**src/rgbhsv_pkg.sv**
```systemverilog
package rgbhsv_pkg;

  localparam int HUE_FRAC_BITS = 6;
  localparam int CH_W = 8;
  localparam int HUE_W = 15;
  localparam int SAT_W = 17;

  // One quotient bit per cell; the saturation quotient needs 18 bits before rounding.
  localparam int NSTEP = 18;

  // The hue quotient carries one extra fraction bit for round to nearest.
  localparam int HUE_K = HUE_FRAC_BITS + 1;
  localparam int HT_W = HUE_K + 10;

  localparam logic [SAT_W-1:0] SAT_ONE = SAT_W'(1) << 16;

  typedef enum logic [1:0] {
    SECT_RED,
    SECT_GREEN,
    SECT_BLUE
  } sect_e;

  typedef struct packed {
    logic [CH_W-1:0]  den;
    logic [CH_W-1:0]  rem;
    logic [NSTEP-1:0] nq;
  } div_lane_t;

  typedef struct packed {
    logic [CH_W-1:0] mx;
    logic            mz;
    logic            dz;
    logic            neg;
    sect_e           sect;
  } side_t;

  typedef struct packed {
    logic      valid;
    side_t     side;
    div_lane_t sat;
    div_lane_t hue;
  } stage_t;

endpackage

```
**src/rgbhsv_pix_if.sv**
```systemverilog
interface rgbhsv_pix_if import rgbhsv_pkg::*; ();
  logic            valid;
  logic            ready;
  logic [CH_W-1:0] red;
  logic [CH_W-1:0] green;
  logic [CH_W-1:0] blue;

  modport source (output valid, red, green, blue, input ready);
  modport sink (input valid, red, green, blue, output ready);
endinterface

```
**src/rgbhsv_hsv_if.sv**
```systemverilog
interface rgbhsv_hsv_if import rgbhsv_pkg::*; ();
  logic             valid;
  logic             ready;
  logic [HUE_W-1:0] hue_angle;
  logic [SAT_W-1:0] saturation_frac;
  logic [CH_W-1:0]  value_level;

  modport source (output valid, hue_angle, saturation_frac, value_level, input ready);
  modport sink (input valid, hue_angle, saturation_frac, value_level, output ready);
endinterface

```
**src/rgbhsv_front.sv**
```systemverilog
module rgbhsv_front import rgbhsv_pkg::*; (
  input  logic            clk_i,
  input  logic            rst_ni,
  input  logic            en_i,
  input  logic            valid_i,
  input  logic [CH_W-1:0] red_i,
  input  logic [CH_W-1:0] green_i,
  input  logic [CH_W-1:0] blue_i,
  output stage_t          stage_o
);

  localparam int PROD_W = CH_W + 6;
  localparam int HN_W = NSTEP + CH_W;

  sect_e             sect;
  logic [CH_W-1:0]   mx;
  logic [CH_W-1:0]   mn;
  logic [CH_W-1:0]   dif;
  logic [CH_W:0]     x;
  logic [CH_W-1:0]   ax;
  logic [PROD_W-1:0] prod;
  logic [HN_W-1:0]   hn;
  stage_t            stage_d;
  logic              valid_q;
  side_t             side_q;
  div_lane_t         sat_q;
  div_lane_t         hue_q;

  always_comb begin
    if (red_i >= green_i && red_i >= blue_i) begin
      sect = SECT_RED;
    end else if (green_i >= blue_i) begin
      sect = SECT_GREEN;
    end else begin
      sect = SECT_BLUE;
    end

    mn = red_i;
    if (green_i < mn) begin
      mn = green_i;
    end
    if (blue_i < mn) begin
      mn = blue_i;
    end

    unique case (sect)
      SECT_RED: begin
        mx = red_i;
        x  = {1'b0, green_i} - {1'b0, blue_i};
      end
      SECT_GREEN: begin
        mx = green_i;
        x  = {1'b0, blue_i} - {1'b0, red_i};
      end
      SECT_BLUE: begin
        mx = blue_i;
        x  = {1'b0, red_i} - {1'b0, green_i};
      end
      default: begin
        mx = red_i;
        x  = '0;
      end
    endcase

    dif  = mx - mn;
    ax   = x[CH_W] ? (~x[CH_W-1:0] + CH_W'(1)) : x[CH_W-1:0];
    prod = PROD_W'(ax) * PROD_W'(60);
    hn   = HN_W'(prod) << HUE_K;

    stage_d.valid     = valid_i;
    stage_d.side.mx   = mx;
    stage_d.side.mz   = (mx == '0);
    stage_d.side.dz   = (dif == '0);
    stage_d.side.neg  = x[CH_W];
    stage_d.side.sect = sect;

    // The top dividend bits already sit in the remainder, since they are below the divisor.
    stage_d.sat.den = mx;
    stage_d.sat.rem = {1'b0, dif[CH_W-1:1]};
    stage_d.sat.nq  = {dif[0], {(NSTEP-1){1'b0}}};
    stage_d.hue.den = dif;
    stage_d.hue.rem = hn[NSTEP+CH_W-1:NSTEP];
    stage_d.hue.nq  = hn[NSTEP-1:0];
  end

  always_ff @(posedge clk_i or negedge rst_ni) begin
    if (!rst_ni) begin
      valid_q <= 1'b0;
    end else if (en_i) begin
      valid_q <= stage_d.valid;
    end
  end

  always_ff @(posedge clk_i) begin
    if (en_i) begin
      side_q <= stage_d.side;
      sat_q  <= stage_d.sat;
      hue_q  <= stage_d.hue;
    end
  end

  assign stage_o = '{valid: valid_q, side: side_q, sat: sat_q, hue: hue_q};

endmodule

```
**src/rgbhsv_cell.sv**
```systemverilog
module rgbhsv_cell import rgbhsv_pkg::*; (
  input  logic   clk_i,
  input  logic   rst_ni,
  input  logic   en_i,
  input  stage_t stage_i,
  output stage_t stage_o
);

  // One restoring division step: bring down the next dividend bit and try to subtract.
  function automatic div_lane_t div_step(div_lane_t l);
    div_lane_t r;
    logic [CH_W:0] t;
    logic ge;
    t  = {l.rem, l.nq[NSTEP-1]};
    ge = (t >= {1'b0, l.den});
    r  = l;
    r.rem = ge ? CH_W'(t - {1'b0, l.den}) : t[CH_W-1:0];
    r.nq  = {l.nq[NSTEP-2:0], ge};
    return r;
  endfunction

  stage_t    stage_d;
  logic      valid_q;
  side_t     side_q;
  div_lane_t sat_q;
  div_lane_t hue_q;

  always_comb begin
    stage_d     = stage_i;
    stage_d.sat = div_step(stage_i.sat);
    stage_d.hue = div_step(stage_i.hue);
  end

  always_ff @(posedge clk_i or negedge rst_ni) begin
    if (!rst_ni) begin
      valid_q <= 1'b0;
    end else if (en_i) begin
      valid_q <= stage_d.valid;
    end
  end

  always_ff @(posedge clk_i) begin
    if (en_i) begin
      side_q <= stage_d.side;
      sat_q  <= stage_d.sat;
      hue_q  <= stage_d.hue;
    end
  end

  assign stage_o = '{valid: valid_q, side: side_q, sat: sat_q, hue: hue_q};

`ifndef ASSERT_OFF
  a_sat_rem_below_den: assert property (@(posedge clk_i) disable iff (!rst_ni)
    valid_q && !side_q.mz |-> sat_q.rem < sat_q.den)
    else $error("saturation remainder not below divisor");

  a_hue_rem_below_den: assert property (@(posedge clk_i) disable iff (!rst_ni)
    valid_q && !side_q.dz |-> hue_q.rem < hue_q.den)
    else $error("hue remainder not below divisor");
`endif

endmodule

```
**src/rgbhsv_back.sv**
```systemverilog
module rgbhsv_back import rgbhsv_pkg::*; (
  input  logic             clk_i,
  input  logic             rst_ni,
  input  logic             en_i,
  input  stage_t           stage_i,
  output logic             valid_o,
  output logic [HUE_W-1:0] hue_angle_o,
  output logic [SAT_W-1:0] saturation_frac_o,
  output logic [CH_W-1:0]  value_level_o
);

  localparam logic [HT_W-1:0] HUE_FULL = HT_W'(360) << HUE_FRAC_BITS;
  localparam logic [HT_W-1:0] HUE_OFF120 = HT_W'(120) << HUE_K;
  localparam logic [HT_W-1:0] HUE_OFF240 = HT_W'(240) << HUE_K;
  localparam logic [HT_W-1:0] HUE_OFF360 = HT_W'(360) << HUE_K;

  logic [NSTEP-1:0] sat_sum;
  logic [HT_W-1:0]  y;
  logic             inexact;
  logic [HT_W-1:0]  base;
  logic [HT_W-1:0]  t;
  logic [HT_W-1:0]  hsum;
  logic [HT_W-1:0]  hr;
  logic [HUE_W-1:0] hue_d;
  logic [SAT_W-1:0] sat_d;
  logic             valid_q;
  logic [HUE_W-1:0] hue_q;
  logic [SAT_W-1:0] sat_q;
  logic [CH_W-1:0]  val_q;

  always_comb begin
    sat_sum = stage_i.sat.nq + NSTEP'(1);
    sat_d   = stage_i.side.mz ? '0 : sat_sum[NSTEP-1:1];

    y       = HT_W'(stage_i.hue.nq);
    inexact = |stage_i.hue.rem;

    unique case (stage_i.side.sect)
      SECT_RED:   base = stage_i.side.neg ? HUE_OFF360 : '0;
      SECT_GREEN: base = HUE_OFF120;
      SECT_BLUE:  base = HUE_OFF240;
      default:    base = '0;
    endcase

    // A negative term rounds toward minus infinity, so a nonzero remainder takes one more.
    t     = stage_i.side.neg ? (base - y - HT_W'(inexact)) : (base + y);
    hsum  = t + HT_W'(1);
    hr    = hsum >> 1;
    hue_d = (stage_i.side.dz || hr >= HUE_FULL) ? '0 : HUE_W'(hr);
  end

  always_ff @(posedge clk_i or negedge rst_ni) begin
    if (!rst_ni) begin
      valid_q <= 1'b0;
    end else if (en_i) begin
      valid_q <= stage_i.valid;
    end
  end

  always_ff @(posedge clk_i) begin
    if (en_i) begin
      hue_q <= hue_d;
      sat_q <= sat_d;
      val_q <= stage_i.side.mx;
    end
  end

  assign valid_o           = valid_q;
  assign hue_angle_o       = hue_q;
  assign saturation_frac_o = sat_q;
  assign value_level_o     = val_q;

`ifndef ASSERT_OFF
  a_sat_at_most_one: assert property (@(posedge clk_i) disable iff (!rst_ni)
    valid_q |-> sat_q <= SAT_ONE)
    else $error("saturation above one");

  a_black_is_zero: assert property (@(posedge clk_i) disable iff (!rst_ni)
    valid_q && val_q == '0 |-> sat_q == '0 && hue_q == '0)
    else $error("black pixel with nonzero hue or saturation");

  a_grey_sat_quotient: assert property (@(posedge clk_i) disable iff (!rst_ni)
    stage_i.valid && stage_i.side.dz && !stage_i.side.mz |-> stage_i.sat.nq == '0)
    else $error("grey pixel with nonzero saturation quotient");
`endif

endmodule

```
**src/rgb_to_hsv_converter.sv**
```systemverilog
// Channel  Role    Payload                                        Handshake
// pix_i    sink    red, green, blue (8 bits each)                 valid / ready
// hsv_o    source  hue_angle (15), saturation_frac (17),          valid / ready
//                  value_level (8)
//
// A new request is taken every cycle unless hsv_o stalls, so requests overlap in the pipe.
// The pipe has one setup stage, one cell per quotient bit (18 cells) and one result stage.
// Every stage advances together, so a stall at hsv_o holds the whole pipe and pix_i.ready.
// pix_i.ready follows hsv_o.ready in the same cycle whenever a result is waiting.
// Reset clears only the valid bits of the stages.
module rgb_to_hsv_converter import rgbhsv_pkg::*; (
  input logic         clk_i,
  input logic         rst_ni,
  rgbhsv_pix_if.sink  pix_i,
  rgbhsv_hsv_if.source hsv_o
);

  stage_t chain [NSTEP+1];
  logic   en;

  assign en          = !hsv_o.valid || hsv_o.ready;
  assign pix_i.ready = en;

  rgbhsv_front u_front (
    .clk_i   (clk_i),
    .rst_ni  (rst_ni),
    .en_i    (en),
    .valid_i (pix_i.valid),
    .red_i   (pix_i.red),
    .green_i (pix_i.green),
    .blue_i  (pix_i.blue),
    .stage_o (chain[0])
  );

  for (genvar i = 0; i < NSTEP; i++) begin : g_cell
    rgbhsv_cell u_cell (
      .clk_i   (clk_i),
      .rst_ni  (rst_ni),
      .en_i    (en),
      .stage_i (chain[i]),
      .stage_o (chain[i+1])
    );
  end

  rgbhsv_back u_back (
    .clk_i             (clk_i),
    .rst_ni            (rst_ni),
    .en_i              (en),
    .stage_i           (chain[NSTEP]),
    .valid_o           (hsv_o.valid),
    .hue_angle_o       (hsv_o.hue_angle),
    .saturation_frac_o (hsv_o.saturation_frac),
    .value_level_o     (hsv_o.value_level)
  );

endmodule

```
**src/flat_wrapper.sv**
```systemverilog
// flat-port wrapper written by rule: the top's interface ports become plain ports
module rgb_to_hsv_converter_flat import rgbhsv_pkg::*;
  (clk_i, rst_ni, pix_i_valid, pix_i_red, pix_i_green, pix_i_blue, pix_i_ready, hsv_o_valid, hsv_o_hue_angle, hsv_o_saturation_frac, hsv_o_value_level, hsv_o_ready);
  rgbhsv_pix_if pix_i_i ();
  rgbhsv_hsv_if hsv_o_i ();
  input logic clk_i;
  input logic rst_ni;
  input wire logic [$bits(pix_i_i.valid)-1:0] pix_i_valid;
  input wire logic [$bits(pix_i_i.red)-1:0] pix_i_red;
  input wire logic [$bits(pix_i_i.green)-1:0] pix_i_green;
  input wire logic [$bits(pix_i_i.blue)-1:0] pix_i_blue;
  output wire logic [$bits(pix_i_i.ready)-1:0] pix_i_ready;
  output wire logic [$bits(hsv_o_i.valid)-1:0] hsv_o_valid;
  output wire logic [$bits(hsv_o_i.hue_angle)-1:0] hsv_o_hue_angle;
  output wire logic [$bits(hsv_o_i.saturation_frac)-1:0] hsv_o_saturation_frac;
  output wire logic [$bits(hsv_o_i.value_level)-1:0] hsv_o_value_level;
  input wire logic [$bits(hsv_o_i.ready)-1:0] hsv_o_ready;
  assign pix_i_i.valid = pix_i_valid;
  assign pix_i_i.red = pix_i_red;
  assign pix_i_i.green = pix_i_green;
  assign pix_i_i.blue = pix_i_blue;
  assign pix_i_ready = pix_i_i.ready;
  assign hsv_o_valid = hsv_o_i.valid;
  assign hsv_o_hue_angle = hsv_o_i.hue_angle;
  assign hsv_o_saturation_frac = hsv_o_i.saturation_frac;
  assign hsv_o_value_level = hsv_o_i.value_level;
  assign hsv_o_i.ready = hsv_o_ready;
  rgb_to_hsv_converter u_core (.clk_i(clk_i), .rst_ni(rst_ni), .pix_i(pix_i_i), .hsv_o(hsv_o_i));
endmodule
```
**config.mk**
```make
export PLATFORM = sky130hd
export DESIGN_NAME = rgb_to_hsv_converter_flat
export DESIGN_NICKNAME = d
export VERILOG_FILES = /design/src/rgbhsv_pkg.sv /design/src/rgbhsv_pix_if.sv /design/src/rgbhsv_hsv_if.sv /design/src/rgbhsv_front.sv /design/src/rgbhsv_cell.sv /design/src/rgbhsv_back.sv /design/src/rgb_to_hsv_converter.sv /design/src/flat_wrapper.sv
export SDC_FILE = /design/constraint.sdc
export NUM_CORES = 2
export LEC_CHECK = 0
export BUFFER_PORTS_ARGS = -buffer_cell sky130_fd_sc_hd__clkbuf_2
export CAP_MARGIN = 30
export CORE_MARGIN = 3
export CORE_UTILIZATION = 55
export DETAILED_ROUTE_END_ITERATION = 6
export PLACE_DENSITY = 0.77
export SLEW_MARGIN = 30
export SYNTH_ARGS = -nofsm -noshare
export SYNTH_HDL_FRONTEND = slang
export SYNTH_SLANG_ARGS = --single-unit
export TNS_END_PERCENT = 50
```
**constraint.sdc**
```tcl
create_clock -name clk_i -period 58.8 [get_ports clk_i]
set_input_delay 8.82 -clock clk_i [delete_from_list [all_inputs] [get_ports clk_i]]
set_output_delay 8.82 -clock clk_i [all_outputs]
set_load 0.01 [all_outputs]
```
Word level (Yosys, flattened, before mapping)
Cells that the tools add are included.

operators by class
  $add $sub $neg = 45
  multiply operators = 1
  order comparisons = 42
  equality and inequality tests = 4
  mux-type cells = 45
  bitwise logic cells = 1
  reduce and logical (&&, ||, !) cells = 9

operators by type and width
  operator                                                                               number
  9-bit by 8-bit greater-or-equal comparator with 1-bit output                           34
  8-bit 2-to-1 mux                                                                       37
  8-bit subtractor                                                                       35
  16-bit case mux with 3 select lines                                                    1
  8-bit greater-or-equal comparator                                                      4
  9-bit case mux with 3 select lines                                                     1
  8-bit by 8-bit subtractor with 9-bit output                                            3
  18-bit by 1-bit adder with 18-bit output, second input constant                        1
  16-bit by 17-bit adder with 17-bit output                                              1
  17-bit by 1-bit adder with 17-bit output, second input constant                        1
  17-bit 2-to-1 mux                                                                      1
  16-bit by 17-bit subtractor with 17-bit output                                         1
  17-bit by 1-bit subtractor with 17-bit output                                          1
  16-bit by 15-bit greater-or-equal comparator with 1-bit output, second input constant  1
  8-bit zero test                                                                        2
  8-bit < comparator                                                                     2
  16-bit 2-to-1 mux                                                                      1
  8-bit case mux with 2 select lines                                                     1
  8-bit by 4-bit multiplier with 12-bit output, second input constant                    1
  8-bit by 1-bit adder with 8-bit output, second input constant                          1
  4-bit by 8-bit greater-or-equal comparator with 1-bit output                           1
  8-bit NOT                                                                              1
  8-bit OR reduction                                                                     1
  4-bit by 8-bit subtractor with 8-bit output                                            1
  other kinds (8)                                                                        13

word-level totals
  flip-flop bits (word level) = 1119
  input port bits = 28
  output and inout port bits = 42

Depth between registers and ports, before layout
  word-level depth = 9
  gate-level depth with buffers = 29

Hierarchy
A second synthesis with hierarchy kept.

unflattened totals
  cell total of the unflattened synthesis = 4751
  area, all modules = 70448.8 µm²

modules (own cells, without submodules)
  module                                      times used  cells an instance  area each (µm²)  seq. area each (µm²)
  rgbhsv_cell (u_core.g_cell[11].u_cell ...)  12          210                3423.3           2457.4
  rgbhsv_cell (u_core.g_cell[0].u_cell ...)   6           213                3447.1           2457.4
  rgbhsv_front                                1           527                4772.1           1016.0
  rgbhsv_back                                 1           425                3908.7           1226.2
  rgb_to_hsv_converter                        1           1                  6.3              0.0

Worst setup path after synthesis
No wires, ideal clock.

  path type = input to output
  start point = input port hsv_o_ready
  end point = output port pix_i_ready
  data arrival time = 38.406 ns
  data required time = 49.980 ns
  path slack = 11.574 ns
  stages = 2
  buffers on the path = 1
  path through = nand2b_1 clkbuf_1

on the way
  cells in the longest elaborated chain, start to end = 1

RTL lines
  item                line                        text
  start: declaration  flat_wrapper.sv:17          input wire logic [$bits(hsv_o_i.ready)-1:0] hsv_o_ready;
  1-bit logical OR    rgb_to_hsv_converter.sv:21  assign en = !hsv_o.valid || hsv_o.ready;
  end: declaration    flat_wrapper.sv:12          output wire logic [$bits(pix_i_i.ready)-1:0] pix_i_ready;

Every way passes these cells.

Worst setup path after layout
Ends and elaborated chain as after synthesis.

==> impl_metrics.csv <==
group,metric,value,unit
worst_setup_path,endpoint_kind,"primary output",
timing,worst_pin_slew,0.889,ns
routing,vias,29700,
final_layout,drive_gt1_share,7.78,%
global_routing,grt_usage,16.5,%
clock_network,cts-root-buf,"clkbuf_16",
worst_setup_path,start_kind,"input port",
synthesis,synth_cell_type_count,87,
worst_setup_path,rr_worst_depth,6,
worst_setup_path,reg2reg_slack,53.81,ns
timing,hold_viol,0,
floorplanning,io_pins,70,
worst_setup_path,reg2reg_from,"u_core.u_back.valid_o$_DFFE_PN0P_",
synthesis,synthMuxAreaShare,1.28,%
timing,timing.final.max_slew_violations,0,
synthesis,synthXorXnorAreaFrac,2.90,%
final_layout,layout_commonest_cell,"edfxtp_1",
final_layout,register_area,0.0330,sq mm
floorplanning,core-area,0.0939,sq mm
synthesis,syn-instance-count,4085,
timing,skew,0.0229,ns
final_layout,final_util,61.9,%
clock_network,clkTransAtPathRegs,0.06,ns
synthesis,synth_edf_count,1083,
worst_setup_path,crit_top_cell,"clkbuf_2",
worst_setup_path,r2r-end,"u_core.g_cell[15].u_cell.stage_o[49]$_DFFE_PP_",
final_layout,final_cell_mix,"1,083 x edfxtp_1, 628 x inv_1, 375 x ha_1, 324 x o21ai_0, 261 x nand2_1",
clock_network,cts_resized,0,
synthesis,netlist.area_leader.share,62.0,%
worst_setup_path,startpoint,"hsv_o_ready",
worst_setup_path,cp_max_fo,62,
worst_setup_path,path_class,"input port to primary output",
clock_network,clock_sinks,1103,
routing,ant_nets,0,
synthesis,syn_avg_cell_area,12.8,sq um
worst_setup_path,cp_cell_sequence,"clkbuf_2 > nand2b_4 > clkbuf_2",
place,io_buffer_count,69,
synthesis,ys_warn_count,0,
synthesis,synth_compound_area_share,9.54,%
synthesis,synth_top_family_by_area,"adder cells",
synthesis,syn_nets,4537,
clock_network,ctsHoldBuffers,0,
timing,setup_viol,0,
synthesis,syn_area,0.0525,sq mm
routing,dr.pass1.iters,6,
clock_network,clock_path_buffers,3,
floorplanning,rows,112,
worst_hold_path,hold_path_class,"flop to flop",
clock_network,h-tree-depth,3,
place,placedCellCount,5371,
final_layout,fin_nets,4682,
clock_network,cts_buffers,110,
run_status,outcome,"finished, final reports clean",
place,gp_congestion,0.827,
floorplanning,design.die.area,0.0991,sq mm
global_routing,antenna_found_initial,0,
final_layout,diodes,0,
routing,wirelength,80800,um
routing,routedWlPerCell,14.5,um
timing,rsz0062_at_grt,"false",
timing,fin_setup_tns,0,ns
final_layout,fin_cells,5574,
routing,route.detailed.drc,0,
synthesis,ys_top_cells_by_area,"edfxtp_1 62%, ha_1 8.9%, inv_1 4.5%",
place,dpl.hpwl,55900,um
synthesis,synthArstFlopShare,1.81,%
synthesis,synth_fa_ha_area_share,10.8,%
worst_setup_path,slowest_delay,0.67,ns
timing,relSlewSlack,40.5,%
synthesis,yosysSeqAreaShare,62.9,%
clock_network,cts_tree,"yes",
routing,drt-initial-drc-count,1626,
worst_setup_path,cp-endpoint,"pix_i_ready",
floorplanning,fp.dieH,315,um
global_routing,grt_start_max_net_pins,205,
timing,max_freq,0.0534,GHz
final_layout,multi_input_area,0.0168,sq mm
global_routing,grt_pass1_wl,136000,um
synthesis,synth_simple_gate_area_share,7.54,%
synthesis,yosys.area.top_type,"edfxtp_1",
clock_network,post_cts_buffers,0,
floorplanning,die_x,315,um
worst_setup_path,worst_path_max_delay_cell,"nand2b_4",
floorplanning,start_util,55.9,%
timing,period_share,31.9,%
final_layout,fillerInstances,6900,
final_layout,syn2layout_area_growth,10.8,%
timing,fin_crit,18.74,ns
worst_setup_path,cp.required,49.98,ns
synthesis,ys_ff_latch,1103,
clock_network,clk_latency,0.68,ns
global_routing,gr-total-overflow,0,
routing,viasPerCell,5.32,
global_routing,first_global_vias,30500,
synthesis,ys.flop_type,"edfxtp_1",
worst_setup_path,worstPathArrival,9.92,ns
flow_run,maxCapViolations,0,
## cell type report
cell class                      instances  share of cell area, %
Clock buffer                          114                   4.76
Clock inverter                         88                   1.79
Inverter                              629                   4.06
Multi-Input combinational cell       2299                   29.0
Sequential cell                      1103                   56.8
Tap cell                             1254                   2.70
Timing Repair Buffer                   87                  0.943
## per-stage QoR
stage / setup WS [ns] / instance area (sq um) / hold WS (ns)
CTS: 40.04 / 58100 / 0.399
global placement: 40.04 / 54300 / 0.400
finish: 40.06 / 58100 / 0.408
detailed placement: 40.04 / 54300 / 0.405
floorplan: 11.57 / 52500 / 0.400
global route: 39.99 / 58100 / 0.410
## worst min-delay path by stage
stage,startpoint,end,slack (ns),cells after the start
2_1_floorplan,u_core.u_front.stage_o[9]$_DFFE_PP_,u_core.g_cell[0].u_cell.stage_o[10]$_DFFE_PP_,0.40,0
3_3_place_gp,u_core.g_cell[9].u_cell.stage_o[70]$_DFFE_PP_,u_core.g_cell[10].u_cell.stage_o[70]$_DFFE_PP_,0.40,0
3_5_place_dp,u_core.u_front.stage_o[68]$_DFFE_PP_,u_core.g_cell[0].u_cell.stage_o[68]$_DFFE_PP_,0.40,0
4_1_cts,u_core.g_cell[0].u_cell.stage_o[10]$_DFFE_PP_,u_core.g_cell[1].u_cell.stage_o[11]$_DFFE_PP_,0.40,0
5_1_grt,u_core.g_cell[8].u_cell.stage_o[2]$_DFFE_PP_,u_core.g_cell[9].u_cell.stage_o[3]$_DFFE_PP_,0.41,0
6_report,u_core.g_cell[13].u_cell.stage_o[45]$_DFFE_PP_,u_core.g_cell[14].u_cell.stage_o[46]$_DFFE_PP_,0.41,0
## cells in the mapped netlist, types with 41 or more instances
library cell and count:
a21boi_0 52, a21o_1 48, a21oi_1 179, and3_1 56
clkbuf_1 44, edfxtp_1 1083, fa_1 49, ha_1 375
inv_1 628, nand2_1 261, nand3_1 41, nand4_1 51
nor2_1 240, nor2b_1 64, o21ai_0 324, o31ai_1 67
xnor2_1 78, xor2_1 96
## registers in the layout, summed over array words and instances, names as in the netlist
register	cells
u_core.u_back.value_level_o	8
u_core.u_front.stage_o	33
u_core.u_back.saturation_frac_o	17
u_core.u_back.hue_angle_o	15
u_core.g_cell.u_cell.valid_q	18
u_core.u_back.valid_o	1
u_core.g_cell.u_cell.stage_o	1010
u_core.u_front.valid_q	1
## per-layer routing
metal  wire [um]  up-vias  global-route usage, %
li1            -    14900                      -
met3        2230      218                   2.56
met2       44800      436                   32.6
met4        3050        0                   6.64
met5           0        -                      0
met1       30700    14100                   17.1
## kinds of logic (layout without fill, tap and decap cells)
group / count (synthesis) / count (layout)
flops: 1103 / 1103
simple gates: 828 / 828
compound gates: 811 / 811
buf+inv: 683 / 918
fa+ha+maj: 424 / 424
xor+xnor: 174 / 174
mux: 62 / 62
## worst max-delay path, delay by kind of cell
kind	cells	cell delay, ns
buffers and inverters	2	0.38
and+or+nand+nor	1	0.67
Power is left out: the tool's default activity adds up to more than one toggle a clock period on the data nets, which glitch-free logic cannot reach.
